### config.mk
export PLATFORM = sky130hd
export DESIGN_NAME = debounced_up_down_counter_display_flat
export DESIGN_NICKNAME = d
export VERILOG_FILES = /design/src/sv/dudc_pkg.sv /design/src/sv/dudc_req_if.sv /design/src/sv/dudc_rsp_if.sv /design/src/sv/debounced_up_down_counter_display.sv /design/src/sv/dudc_debounce.sv /design/src/sv/dudc_display.sv /design/src/flat_wrapper.sv
export SDC_FILE = /design/constraint.sdc
export NUM_CORES = 1
export LEC_CHECK = 0
export ABC_AREA = 1
export BUFFER_PORTS_ARGS = -buffer_cell sky130_fd_sc_hd__buf_4
export CORE_ASPECT_RATIO = 1.1
export CORE_MARGIN = 1.5
export CORE_UTILIZATION = 50
export DETAILED_ROUTE_END_ITERATION = 10
export PLACE_DENSITY = 0.75
export SETUP_SLACK_MARGIN = 0.5
export SLEW_MARGIN = 40
export SYNTH_ARGS = -nofsm -noshare
export SYNTH_HDL_FRONTEND = slang
export SYNTH_SLANG_ARGS = --single-unit
### constraint.sdc
create_clock -name clock -period 9 [get_ports clock]
set_input_delay 0.45 -clock clock [delete_from_list [all_inputs] [get_ports clock]]
set_output_delay 0.45 -clock clock [all_outputs]
set_load 0.005 [all_outputs]
### src/sv/dudc_pkg.sv
`timescale 1ns / 1ps
// ----------------------------------------------------------------------------
// dudc_pkg
// Shared types, constants and the seven-segment table of the debounced
// up/down counter with multiplexed display.
// ----------------------------------------------------------------------------
package dudc_pkg;

   localparam int unsigned NumDigits = 3;
   localparam int unsigned PtrWidth  = 2;

   // register indexes of the csr port
   localparam logic [1:0] CsrShortThreshold = 2'd0;
   localparam logic [1:0] CsrLongThreshold  = 2'd1;
   localparam logic [1:0] CsrCountMax       = 2'd2;
   localparam logic [1:0] CsrCommonCathode  = 2'd3;

   localparam logic [15:0] ShortThresholdReset = 16'd1000;
   localparam logic [15:0] LongThresholdReset  = 16'd3000;
   localparam logic [7:0]  CountMaxReset       = 8'd100;
   localparam logic        CommonCathodeReset  = 1'b0;

   // thresholds seen by every debouncer
   typedef struct packed {
      logic [15:0] short_threshold;
      logic [15:0] long_threshold;
   } thr_type;

   // hex seven-segment patterns, bit7 a down to bit1 g, bit0 dot
   function automatic logic [7:0] seg_pattern(input logic [3:0] digit);
      logic [7:0] pat;
      unique case (digit)
         4'h0: pat = 8'b11111100;
         4'h1: pat = 8'b01100000;
         4'h2: pat = 8'b11011010;
         4'h3: pat = 8'b11110010;
         4'h4: pat = 8'b01100110;
         4'h5: pat = 8'b10110110;
         4'h6: pat = 8'b10111110;
         4'h7: pat = 8'b11100000;
         4'h8: pat = 8'b11111110;
         4'h9: pat = 8'b11110110;
         4'hA: pat = 8'b11101110;
         4'hB: pat = 8'b00111110;
         4'hC: pat = 8'b10011100;
         4'hD: pat = 8'b01111010;
         4'hE: pat = 8'b10011110;
         4'hF: pat = 8'b10001110;
         default: pat = 8'b00000000;
      endcase
      return pat;
   endfunction

endpackage

### src/sv/dudc_req_if.sv
`timescale 1ns / 1ps
// ----------------------------------------------------------------------------
// dudc_req_if
// Request channel: the three button levels of one tick.
// ----------------------------------------------------------------------------
interface dudc_req_if;
   logic valid;
   logic ready;
   logic increase_level;
   logic decrease_level;
   logic clear_level;

   modport source (output valid, output increase_level, output decrease_level,
                   output clear_level, input ready);
   modport sink (input valid, input increase_level, input decrease_level,
                 input clear_level, output ready);
endinterface

### src/sv/dudc_rsp_if.sv
`timescale 1ns / 1ps
// ----------------------------------------------------------------------------
// dudc_rsp_if
// Result channel: segment pattern, digit enable and counter value.
// ----------------------------------------------------------------------------
interface dudc_rsp_if;
   logic       valid;
   logic       ready;
   logic [7:0] segments;
   logic [2:0] digit_enable;
   logic [7:0] count_value;

   modport source (output valid, output segments, output digit_enable,
                   output count_value, input ready);
   modport sink (input valid, input segments, input digit_enable,
                 input count_value, output ready);
endinterface

### src/sv/debounced_up_down_counter_display.sv
`timescale 1ns / 1ps
// ----------------------------------------------------------------------------
// debounced_up_down_counter_display
// Debounced up/down counter driving a multiplexed three-digit display.
// ----------------------------------------------------------------------------
// Each request is one tick of three button levels and gives exactly one
// result. A request enters an input register; from there the three
// debouncers, the counter update and the digit encoder settle in one pass and
// load the result register. The block takes one request every cycle and holds
// a request only while the result register is full and not being taken, so
// the throughput is one request per cycle while results are taken. Clear
// beats increase, increase beats decrease; a button below one that fires keeps
// its state for that tick. Configuration must be written through the csr
// port while no request is in flight; the block itself does not enforce it.
// ----------------------------------------------------------------------------
module debounced_up_down_counter_display (
   input  logic        clock,
   input  logic        reset,
   dudc_req_if.sink    req_ch,
   dudc_rsp_if.source  rsp_ch,
   input  logic        csr_we,
   input  logic [1:0]  csr_index,
   input  logic [15:0] csr_wdata
);
   import dudc_pkg::*;

   // configuration
   thr_type             thr_ff;
   logic [7:0]          count_max_ff;
   logic                common_cathode_ff;

   // input register
   logic                s1_valid_ff;
   logic                inc_ff, dec_ff, clr_ff;

   // block state
   logic [7:0]          count_ff, count_in;
   logic [PtrWidth-1:0] ptr_ff, ptr_in;

   // result register
   logic                rsp_valid_ff;
   logic [7:0]          seg_ff, seg_in;
   logic [2:0]          den_ff, den_in;
   logic [7:0]          cnt_out_ff;

   logic                advance;
   logic                clr_fire, inc_fire, dec_fire;

   assign advance      = s1_valid_ff && (!rsp_valid_ff || rsp_ch.ready);
   assign req_ch.ready = !s1_valid_ff || advance;

   always_ff @(posedge clock) begin
      if (reset) begin
         thr_ff.short_threshold <= ShortThresholdReset;
         thr_ff.long_threshold  <= LongThresholdReset;
         count_max_ff           <= CountMaxReset;
         common_cathode_ff      <= CommonCathodeReset;
      end else if (csr_we) begin
         unique case (csr_index)
            CsrShortThreshold: thr_ff.short_threshold <= csr_wdata;
            CsrLongThreshold:  thr_ff.long_threshold  <= csr_wdata;
            CsrCountMax:       count_max_ff           <= csr_wdata[7:0];
            CsrCommonCathode:  common_cathode_ff      <= csr_wdata[0];
            default:           ;
         endcase
      end
   end

   always_ff @(posedge clock) begin
      if (reset) begin
         s1_valid_ff <= 1'b0;
      end else if (req_ch.ready) begin
         s1_valid_ff <= req_ch.valid;
      end
   end

   always_ff @(posedge clock) begin
      if (req_ch.valid && req_ch.ready) begin
         inc_ff <= req_ch.increase_level;
         dec_ff <= req_ch.decrease_level;
         clr_ff <= req_ch.clear_level;
      end
   end

   dudc_debounce #(.REPEAT(1'b0)) u_clr (
      .clock  (clock),
      .reset  (reset),
      .enable (advance),
      .level  (clr_ff),
      .thr    (thr_ff),
      .fire   (clr_fire)
   );

   dudc_debounce #(.REPEAT(1'b1)) u_inc (
      .clock  (clock),
      .reset  (reset),
      .enable (advance && !clr_fire),
      .level  (inc_ff),
      .thr    (thr_ff),
      .fire   (inc_fire)
   );

   dudc_debounce #(.REPEAT(1'b1)) u_dec (
      .clock  (clock),
      .reset  (reset),
      .enable (advance && !clr_fire && !inc_fire),
      .level  (dec_ff),
      .thr    (thr_ff),
      .fire   (dec_fire)
   );

   always_comb begin
      priority if (clr_fire) begin
         count_in = 8'd0;
      end else if (inc_fire) begin
         count_in = (count_ff >= count_max_ff) ? 8'd0 : count_ff + 8'd1;
      end else if (dec_fire) begin
         count_in = (count_ff != 8'd0) ? count_ff - 8'd1 : count_max_ff;
      end else begin
         count_in = count_ff;
      end
   end

   dudc_display u_display (
      .common_cathode (common_cathode_ff),
      .count          (count_in),
      .ptr            (ptr_ff),
      .ptr_next       (ptr_in),
      .segments       (seg_in),
      .digit_enable   (den_in)
   );

   always_ff @(posedge clock) begin
      if (reset) begin
         count_ff <= 8'd0;
         ptr_ff   <= '0;
      end else if (advance) begin
         count_ff <= count_in;
         ptr_ff   <= ptr_in;
      end
   end

   always_ff @(posedge clock) begin
      if (reset) begin
         rsp_valid_ff <= 1'b0;
      end else if (advance) begin
         rsp_valid_ff <= 1'b1;
      end else if (rsp_ch.ready) begin
         rsp_valid_ff <= 1'b0;
      end
   end

   always_ff @(posedge clock) begin
      if (advance) begin
         seg_ff     <= seg_in;
         den_ff     <= den_in;
         cnt_out_ff <= count_in;
      end
   end

   assign rsp_ch.valid        = rsp_valid_ff;
   assign rsp_ch.segments     = seg_ff;
   assign rsp_ch.digit_enable = den_ff;
   assign rsp_ch.count_value  = cnt_out_ff;

endmodule

### src/sv/dudc_debounce.sv
`timescale 1ns / 1ps
// ----------------------------------------------------------------------------
// dudc_debounce
// Debounce counter for one button. Reports a press on release, and with
// auto-repeat enabled also after a long hold. State only moves on enable.
// ----------------------------------------------------------------------------
module dudc_debounce #(
   parameter bit REPEAT = 1'b1
) (
   input  logic              clock,
   input  logic              reset,
   input  logic              enable,
   input  logic              level,
   input  dudc_pkg::thr_type thr,
   output logic              fire
);
   import dudc_pkg::*;

   logic [15:0] cnt_ff, cnt_in;
   logic        pressed_ff, pressed_in;
   logic        pending_ff, pending_in;
   logic [15:0] bump;

   assign bump = (cnt_ff == 16'hFFFF) ? cnt_ff : cnt_ff + 16'd1;

   always_comb begin
      cnt_in     = cnt_ff;
      pressed_in = pressed_ff;
      pending_in = pending_ff;
      fire       = 1'b0;
      priority if (level && !pressed_ff) begin
         if (cnt_ff > thr.short_threshold) begin
            pressed_in = 1'b1;
            cnt_in     = 16'd0;
         end else begin
            cnt_in = bump;
         end
      end else if (!level && pressed_ff) begin
         if (REPEAT && pending_ff) begin
            // restart the release count: zero never beats the threshold
            pending_in = 1'b0;
            cnt_in     = 16'd1;
         end else if (cnt_ff > thr.short_threshold) begin
            pressed_in = 1'b0;
            cnt_in     = 16'd0;
            fire       = 1'b1;
         end else begin
            cnt_in = bump;
         end
      end else if (level && pressed_ff && REPEAT) begin
         pending_in = 1'b1;
         if (cnt_ff >= thr.long_threshold) begin
            pressed_in = 1'b0;
            pending_in = 1'b0;
            cnt_in     = 16'd0;
            fire       = 1'b1;
         end else begin
            cnt_in = bump;
         end
      end else begin
         if (REPEAT) begin
            pending_in = 1'b0;
         end
         cnt_in = 16'd0;
      end
   end

   always_ff @(posedge clock) begin
      if (reset) begin
         cnt_ff     <= 16'd0;
         pressed_ff <= 1'b0;
         pending_ff <= 1'b0;
      end else if (enable) begin
         cnt_ff     <= cnt_in;
         pressed_ff <= pressed_in;
         pending_ff <= pending_in;
      end
   end

endmodule

### src/sv/dudc_display.sv
`timescale 1ns / 1ps
// ----------------------------------------------------------------------------
// dudc_display
// Splits the counter into decimal digits and drives the digit chosen by the
// rotation pointer through the seven-segment table.
// ----------------------------------------------------------------------------
module dudc_display (
   input  logic                          common_cathode,
   input  logic [7:0]                    count,
   input  logic [dudc_pkg::PtrWidth-1:0] ptr,
   output logic [dudc_pkg::PtrWidth-1:0] ptr_next,
   output logic [7:0]                    segments,
   output logic [2:0]                    digit_enable
);
   import dudc_pkg::*;

   logic [1:0]          hundreds;
   logic [7:0]          rem;
   logic [15:0]         tens_prod;
   logic [3:0]          tens;
   logic [3:0]          units;
   logic [7:0]          tens_x10;
   logic [PtrWidth-1:0] p;
   logic [3:0]          digit;
   logic [7:0]          pat;

   always_comb begin
      if (count >= 8'd200) begin
         hundreds = 2'd2;
         rem      = count - 8'd200;
      end else if (count >= 8'd100) begin
         hundreds = 2'd1;
         rem      = count - 8'd100;
      end else begin
         hundreds = 2'd0;
         rem      = count;
      end
   end

   // divide by ten through the reciprocal 205/2048, exact below 100
   assign tens_prod = {8'd0, rem} * 16'd205;
   assign tens      = tens_prod[14:11];
   assign tens_x10  = {4'd0, tens} * 8'd10;
   assign units     = 4'(rem - tens_x10);

   // out-of-range pointer falls back to the units digit
   assign p        = (ptr >= PtrWidth'(NumDigits)) ? '0 : ptr;
   assign ptr_next = (p == PtrWidth'(NumDigits - 1)) ? '0 : p + PtrWidth'(1);

   always_comb begin
      unique case (p)
         2'd1:    digit = tens;
         2'd2:    digit = {2'd0, hundreds};
         default: digit = units;
      endcase
   end

   assign pat          = seg_pattern(digit);
   assign segments     = common_cathode ? pat : ~pat;
   assign digit_enable = 3'(3'b001 << p);

endmodule
### src/flat_wrapper.sv
// flat-port wrapper written by rule: the top's interface ports become plain ports
module debounced_up_down_counter_display_flat import dudc_pkg::*;
  (clock, reset, csr_we, csr_index, csr_wdata, req_ch_valid, req_ch_increase_level, req_ch_decrease_level, req_ch_clear_level, req_ch_ready, rsp_ch_valid, rsp_ch_segments, rsp_ch_digit_enable, rsp_ch_count_value, rsp_ch_ready);
  dudc_req_if req_ch_i ();
  dudc_rsp_if rsp_ch_i ();
  input  logic clock;
  input  logic reset;
  input  logic csr_we;
  input  logic [1:0] csr_index;
  input  logic [15:0] csr_wdata;
  input wire logic [$bits(req_ch_i.valid)-1:0] req_ch_valid;
  input wire logic [$bits(req_ch_i.increase_level)-1:0] req_ch_increase_level;
  input wire logic [$bits(req_ch_i.decrease_level)-1:0] req_ch_decrease_level;
  input wire logic [$bits(req_ch_i.clear_level)-1:0] req_ch_clear_level;
  output wire logic [$bits(req_ch_i.ready)-1:0] req_ch_ready;
  output wire logic [$bits(rsp_ch_i.valid)-1:0] rsp_ch_valid;
  output wire logic [$bits(rsp_ch_i.segments)-1:0] rsp_ch_segments;
  output wire logic [$bits(rsp_ch_i.digit_enable)-1:0] rsp_ch_digit_enable;
  output wire logic [$bits(rsp_ch_i.count_value)-1:0] rsp_ch_count_value;
  input wire logic [$bits(rsp_ch_i.ready)-1:0] rsp_ch_ready;
  assign req_ch_i.valid = req_ch_valid;
  assign req_ch_i.increase_level = req_ch_increase_level;
  assign req_ch_i.decrease_level = req_ch_decrease_level;
  assign req_ch_i.clear_level = req_ch_clear_level;
  assign req_ch_ready = req_ch_i.ready;
  assign rsp_ch_valid = rsp_ch_i.valid;
  assign rsp_ch_segments = rsp_ch_i.segments;
  assign rsp_ch_digit_enable = rsp_ch_i.digit_enable;
  assign rsp_ch_count_value = rsp_ch_i.count_value;
  assign rsp_ch_i.ready = rsp_ch_ready;
  debounced_up_down_counter_display u_core (.clock(clock), .reset(reset), .req_ch(req_ch_i), .rsp_ch(rsp_ch_i), .csr_we(csr_we), .csr_index(csr_index), .csr_wdata(csr_wdata));
endmodule
* Word-level counts from Yosys, hierarchy flattened *
Memories as Yosys holds them, arrays and structs flattened.
Index checks and enable logic that the tools add are counted.
Widths: inputs -> output; s select.

operators by class
  reduce and logical (&&, ||, !) cells = 41
  bitwise operators = 3
  eq/ne operators = 14
  magnitude comparators = 9
  $mul = 2
  $add $sub $neg = 9
  shift operators = 1
  multiplexer cells = 72

operators with widths
  operator               count
  $mux 16                18
  $mux 8                 8
  $add 16x1->16 const B  3
  $eq 16x16->1 const B   3
  $gt 16x16->1           3
  $mux 1                 42
  $ge 16x16->1           2
  $mul 8x8->15 const B   1
  $logic_and 1x1->1      12
  $reduce_and 2->1       6
  $reduce_and 6->1       2
  $reduce_bool 3->1      4
  $logic_not 1->1        10
  $add 8x1->8 const B    1
  $ge 8x7->1 const B     1
  $ge 8x8->1             1
  $ge 8x8->1 const B     1
  $ne 2x1->1 const B     4
  $not 8->8              1
  $pmux 4 s2             1
  $reduce_bool 8->1      1
  $sub 8x1->8 const B    1
  $sub 8x7->8 const B    1
  $sub 8x8->8 const B    1
  14 further kinds       23

storage, ports and cells
  word-level logic and storage cells = 174
  bits in registers = 128
  memories = 1
  bits of input ports = 26
  output and inout port bits = 21
  bits in read-only memories = 112

memories
  memory            depth  bits a word  read ports  clocked after memory_dff  wr ports  RTL line        source
  (name not given)  16     7            1           0                         0         dudc_pkg.sv:32  unique case (digit)

* Logic depth before layout (Yosys ltp) *
An unclocked memory read counts as a cell.

  depth in word-level cells = 18
  depth in mapped cells = 59
  depth with buffers taken out = 59

* By module *
A second synthesis with hierarchy kept.

second synthesis, totals
  cell total of the unflattened synthesis = 1,668
  area total of the unflattened synthesis = 11,298.3 um^2

modules (own cells, without submodules)
  module                             cells an instance  area each (um^2)  times used  sequential area each (um^2)
  dudc_debounce at u_core.u_dec ...  333                2,077.0           2           360.3
  debounced_up_down_counter_display  427                3,405.8           1           1,721.7
  dudc_display                       327                2,150.8           1           0.0
  dudc_debounce at u_core.u_clr      248                1,587.8           1           340.3

* Worst setup path after synthesis *
No wires, ideal clock.

  path type = register -> register
  start point = register u_core.thr_ff[31] (netlist name)
  end point = register u_core.seg_ff[4], in the netlist u_core.rsp_ch.segments[4], data pin
  buffers on the path = 0
  stages on the path, launching flop included = 52
  period minus slack after synthesis = 7,697 ps
  required time = 8,747 ps
  data arrival time = 7,444 ps
  path slack = 1,303 ps
  library setup time = 253 ps
  cells stage by stage = dfxtp_1 -> inv_1 -> ha_1 -> nand2_1 -> nor3_1 -> nand2_1 -> nand2_1 -> nand3_2 -> nand2_4 -> inv_2 -> nor3_1 -> a211oi_1 -> nor2_2 -> inv_1 -> ha_1 -> nand3_1 -> nand2_2 -> nand2_4 -> [16 not listed] -> inv_1 -> nand2_1 -> nand2_1 -> a21oi_1 -> nand3_2 -> nand2_2 -> inv_1 -> ha_1 -> fa_1 -> or2_2 -> nand2_2 -> inv_2 -> nand3_1 -> nand2_1 -> nand2_2 -> nand2_1 -> nand2_1 -> nand2_1

on the way
  cells in the longest elaborated chain, start to end = 18
  elaborated cells on any way between the ends = 32
  those cells by class = add/sub (3); mul (2); order compare (5); mux (20); bitwise (1); memory (1)

ends and longest elaborated chain
  element                       RTL line                                  source
  from (decl)                   debounced_up_down_counter_display.sv:28   thr_type thr_ff;
  $gt 16x16->1                  dudc_debounce.sv:43                       end else if (cnt_ff > thr.short_threshold) begin
  $mux 1                        dudc_debounce.sv:43
  $mux 1                        dudc_debounce.sv:39                       if (REPEAT && pending_ff) begin
  $mux 1                        dudc_debounce.sv:38                       end else if (!level && pressed_ff) begin
  $mux 1                        dudc_debounce.sv:31                       priority if (level && !pressed_ff) begin
  $mux 8                        debounced_up_down_counter_display.sv:117  end else if (dec_fire) begin
  $mux 8                        debounced_up_down_counter_display.sv:115  end else if (inc_fire) begin
  $mux 8 *                      debounced_up_down_counter_display.sv:113  priority if (clr_fire) begin
  named net u_core.count_in[2]  debounced_up_down_counter_display.sv:37   logic [7:0] count_ff, count_in;
  [3 not listed]                --
  $mul 8x8->15                  dudc_display.sv:41                        assign tens_prod = {8'd0, rem} * 16'd205;
  $mul 4x3->3                   dudc_display.sv:43                        assign tens_x10 = {4'd0, tens} * 8'd10;
  $sub 4x4->4                   dudc_display.sv:44                        assign units = 4'(rem - tens_x10);
  $pmux 4 s2 *                  dudc_display.sv:51                        unique case (p)
  $mem_v2 16x7 *                --
  $not 8->8                     dudc_display.sv:59                        assign segments = common_cathode ? pat : ~pat;
  $mux 8 *                      dudc_display.sv:59
  named net u_core.seg_in[4]    debounced_up_down_counter_display.sv:42   logic [7:0] seg_ff, seg_in;
  to (signal assigned)          debounced_up_down_counter_display.sv:155  seg_ff <= seg_in;
  to (decl)                     debounced_up_down_counter_display.sv:42

The timed path passes the listed nets; every way through them passes the cells marked *.
A chain may end at the register's enable or synchronous reset.

* Worst setup path after layout *
  start point = register u_core.thr_ff[15] (netlist name)
  end point = register u_core.seg_ff[1], in the netlist u_core.rsp_ch.segments[1], data pin

on the way
  cells in the longest elaborated chain, start to end = 18
  elaborated cells on any way between the ends = 28
  those cells by class = add/sub (3); mul (2); order compare (4); mux (17); bitwise (1); memory (1)

ends and longest elaborated chain
  element                       RTL line                                  source
  $ge 16x16->1                  dudc_debounce.sv:52                       if (cnt_ff >= thr.long_threshold) begin
  $mux 1                        dudc_debounce.sv:52
  $mux 1                        dudc_debounce.sv:50                       end else if (level && pressed_ff && REPEAT) begin
  $mux 1                        dudc_debounce.sv:38
  $mux 1                        dudc_debounce.sv:31
  $mux 8                        debounced_up_down_counter_display.sv:117
  $mux 8 *                      debounced_up_down_counter_display.sv:115
  $mux 8 *                      debounced_up_down_counter_display.sv:113
  named net u_core.count_in[1]  debounced_up_down_counter_display.sv:37
  [3 not listed]                --
  $mul 8x8->15                  dudc_display.sv:41
  $mul 4x3->3                   dudc_display.sv:43
  $sub 4x4->4                   dudc_display.sv:44
  $pmux 4 s2 *                  dudc_display.sv:51
  $mem_v2 16x7 *                --
  $not 8->8                     dudc_display.sv:59
  $mux 8 *                      dudc_display.sv:59
  named net u_core.seg_in[1]    debounced_up_down_counter_display.sv:42

Marks and branches as above.

==> impl_metrics.csv <==
group,metric,value,unit
synth,synth_area,10170,µm²
floorplanning,die_area,21210,µm²
floorplanning,core,19860,µm²
sta,final-max-slew-violation-count,0,
power_and_ir_drop,vdd_ir_drop_max,0.1352,mV
global_route,use_met3,0.04368,
global_route,met1_usage,0.3004,
synth,avgSynthCellArea,7.393,µm²
setup_path,regToRegSetupSlack,0.86,ns
layout,antennaDiodeCount,0,
power_and_ir_drop,p_leak,5.621,nW
power_and_ir_drop,p_per_area,196.7,nW/µm²
global_route,met2_usage,0.4486,
setup_path,reg2reg_depth,51,
place,post-dp-hpwl,20600,µm
floorplanning,start_util,0.5121,
detailed_routing,detail-route-antenna-nets,0,
sta,setup_viol,0,
clock_tree,clockBufferDepth,2,
layout,syn2layout_area_growth,14.40,%
detailed_routing,vias_per_cell,5.452,
sta,finalCriticalPeriod,8.141,ns
sta,worst_slew_pin_slew,0.7945,ns
sta,fmax,122.8,MHz
clock_tree,clk-insertion-delay-late,0.43,ns
setup_path,path_class,"reg -> reg",
synth,yosysWarningCount,0,
global_route,grt.busiest_layer,"met2",
layout,drive_gt1_frac,0.1501,
detailed_routing,firstDrtPassIters,5,
setup_path,critPathLaunchType,"register",
layout,utilization,0.5859,
setup_path,critPathMaxFanout,6,
clock_tree,htreeDepth,4,
layout,multi_input_area,6614,µm²
global_route,grt_use_total,0.2564,
min_path,hp-class,"in -> reg",
clock_tree,cts.sinks,128,
global_route,grt_max_degree,43,
sta,fin_worst_hold_slack,0.2070,ns
sta,setup_tns,0,ns
min_path,min_to,"u_core.dec_ff",
global_route,first_global_vias,8991,
floorplanning,fp-row-count,54,
synth,synth-seq-area-share,0.2736,
sta,hold_violations,0,
synth,syn_inst,1376,
floorplanning,die_w,139.0,µm
sta,fin_skew,0.01304,ns
sta,finalCritPeriodShare,0.9046,
run_status,outcome,"complete, no violations",
synth,yosysUniqueCellTypes,51,
detailed_routing,wirelength,26880,µm
synth,postSynthNetCount,1568,
layout,regArea,2803,µm²
clock_tree,cts_tree,"built",
layout,layout.cells.non_filler,1704,
global_route,grt_overflow_total,0,
setup_path,cp_data_arrival_time,8.32,ns
global_route,antenna_found_initial,0,
floorplanning,die_h,152.6,µm
detailed_routing,drt_iter0_markers,564,
setup_path,timing.rr.start,"u_core.thr_ff[15]",
sta,rsz0062_at_grt,"false",
min_path,min_from,"req_ch_decrease_level",
synth,ys.flop_type,"dfxtp_1",
setup_path,r2r-end,"u_core.rsp_ch.segments[1]",
clock_tree,hold_buffers,0,
layout,num-nets-final,1631,
run,max-cap-violations,0,
setup_path,crit_buf_inv,12,
place,placed_cells,1657,
detailed_routing,via_count,9291,
synth,async_flop_share,0,
clock_tree,cts_buffers,17,
sta,relSlewSlack,0.4654,
setup_path,slowest_stage,"fa_1",
synth,synth_edf_count,22,
detailed_routing,drcViolationCount,0,
place,port_buffers,46,
min_path,hold_path_depth,1,
floorplanning,io-pin-count,47,
detailed_routing,routedWlPerCell,15.78,µm
layout,fin_area,11640,µm²
clock_tree,cts.clk_slew.worst_paths,0.06,ns
clock_tree,ctsRootBufferMaster,"clkbuf_16",
setup_path,critPathMaxStageDelay,0.53,ns
synth,synth_seq_cells,128,
setup_path,critPathCaptureType,"register",
setup_path,crit_family,"adder cells",
global_route,grt_pass1_wl,43800,µm
place,placed_area,10770,µm²
setup_path,worstPathRequired,9.18,ns
layout,nFillCells,1834,
place,gp_congestion,0.9318,
[registers in the layout, summed over array words and instances, names as in the netlist]
signal,cells
u_core.common_cathode_ff,1
u_core.u_clr.pressed_ff,1
u_core.u_inc.pressed_ff,1
u_core.u_inc.cnt_ff,16
u_core.u_dec.cnt_ff,16
u_core.u_clr.cnt_ff,16
u_core.count_max_ff,8
u_core.rsp_ch.digit_enable,3
u_core.rsp_ch.count_value,8
u_core.s1_valid_ff,1
u_core.u_inc.pending_ff,1
u_core.ptr_ff,2
u_core.count_ff,8
u_core.clr_ff,1
u_core.u_dec.pressed_ff,1
u_core.u_dec.pending_ff,1
u_core.rsp_ch.segments,8
u_core.inc_ff,1
u_core.thr_ff,32
u_core.dec_ff,1
u_core.rsp_ch.valid,1
[per-layer routing]
layer  up-vias  routed length (µm)
met5         -                   0
met3        81                1386
met2       261               13120
met4         0                1239
li1       4720                   -
met1      4229               11140
[area by class of cell]
cell class,instances,area share
multi-input combinational,1005,0.5683
sequential,128,0.2408
inverter,221,0.07236
timing repair buffer,66,0.04365
clock buffer,20,0.03752
tap,252,0.02709
clock inverter,12,0.01021
[stage by stage]
step	setup slack (ns)	power, W
floorplan	1.303	0.001344
global placement	0.4860	0.001529
detailed placement	0.3235	0.001546
CTS	0.5122	0.002218
global route	0.3419	0.002461
finish	0.8588	0.002289
[placed cells by master (no fill, tap or decap), drive strengths merged, types with 19 or more instances in the layout]
cell and instances:
nand2 298, xor2 19, nand3 89, inv 217, nor2 97, dfxtp 106
buf 66, nor3 25, edfxtp 22, o21ai 88, a21oi 122, ha 154
o211ai 23, nand4 19, clkbuf 20
[synthesized netlist by cell type (8+ instances only)]
master / instances / area [µm²]
nand2_1: 269 / 1010
nand4_1: 18 / 112.6
nor3_1: 23 / 115.1
nor2_1: 91 / 341.6
clkbuf_1: 17 / 63.81
edfxtp_1: 22 / 660.6
inv_1: 208 / 780.8
fa_1: 12 / 240.2
inv_2: 8 / 30.03
a21oi_1: 121 / 605.6
dfxtp_1: 106 / 2122
xor2_1: 19 / 166.4
nand3_2: 13 / 130.1
o21ai_1: 10 / 50.05
a211oi_1: 8 / 60.06
ha_1: 154 / 1927
o21ai_0: 78 / 390.4
o211ai_1: 22 / 165.2
nand3_1: 73 / 365.4
nand2_2: 21 / 131.4
[how the worst max path moves through the flow]
stage	end	slack (ns)	from	cells past startpoint
after detailed placement	u_core.rsp_ch.segments[7]	0.32	u_core.u_dec.cnt_ff[5]	48
after CTS	u_core.rsp_ch.segments[7]	0.51	u_core.u_inc.cnt_ff[11]	51
after floorplan	u_core.rsp_ch.segments[4]	1.30	u_core.thr_ff[31]	51
final	u_core.rsp_ch.segments[1]	0.86	u_core.thr_ff[15]	51
after global routing	u_core.rsp_ch.segments[4]	0.34	u_core.thr_ff[15]	52
after global placement	u_core.rsp_ch.segments[4]	0.49	u_core.u_dec.cnt_ff[7]	48
[cells by family after synthesis]
logic type                 synth area share
buffers and inverters               0.09274
adders and majority gates            0.2130
xor gates and xnor gates            0.02239
DFF                                  0.2736
AOI/OAI and AO/OA                    0.1461
and+or+nand+nor                      0.2522
[where the power goes]
| group | leakage, nW | total, W | internal [W] | switching, W |
|---|---|---|---|---|
| sequential | 1.08 | 0.000655 | 0.000634 | 0.0000217 |
| clock | 0.275 | 0.000667 | 0.000404 | 0.000263 |
| combinational | 4.27 | 0.000967 | 0.000371 | 0.000596 |
| total | 5.62 | 0.00229 | 0.00141 | 0.000881 |
[worst reg2reg max path, delay by kind of cell, from the launching register on]
family | cells | cell delay, ns
adders and majority gates | 9 | 3.20
and+or+nand+nor | 22 | 2.14
AOI/OAI and AO/OA | 7 | 1.26
buffers and inverters | 12 | 0.76
DFF | 1 | 0.30
xor gates and xnor gates | 1 | 0.20
[what timing repair did]
| item | in CTS | in global routing |
|---|---|---|
| setup endpoints to repair | 7 | 7 |
| pin swaps | 1 | 12 |
| gates resized for setup | 2 | 59 |
| buffers inserted | 1 | 14 |
No activity file was read; power rests on OpenSTA's default activity.
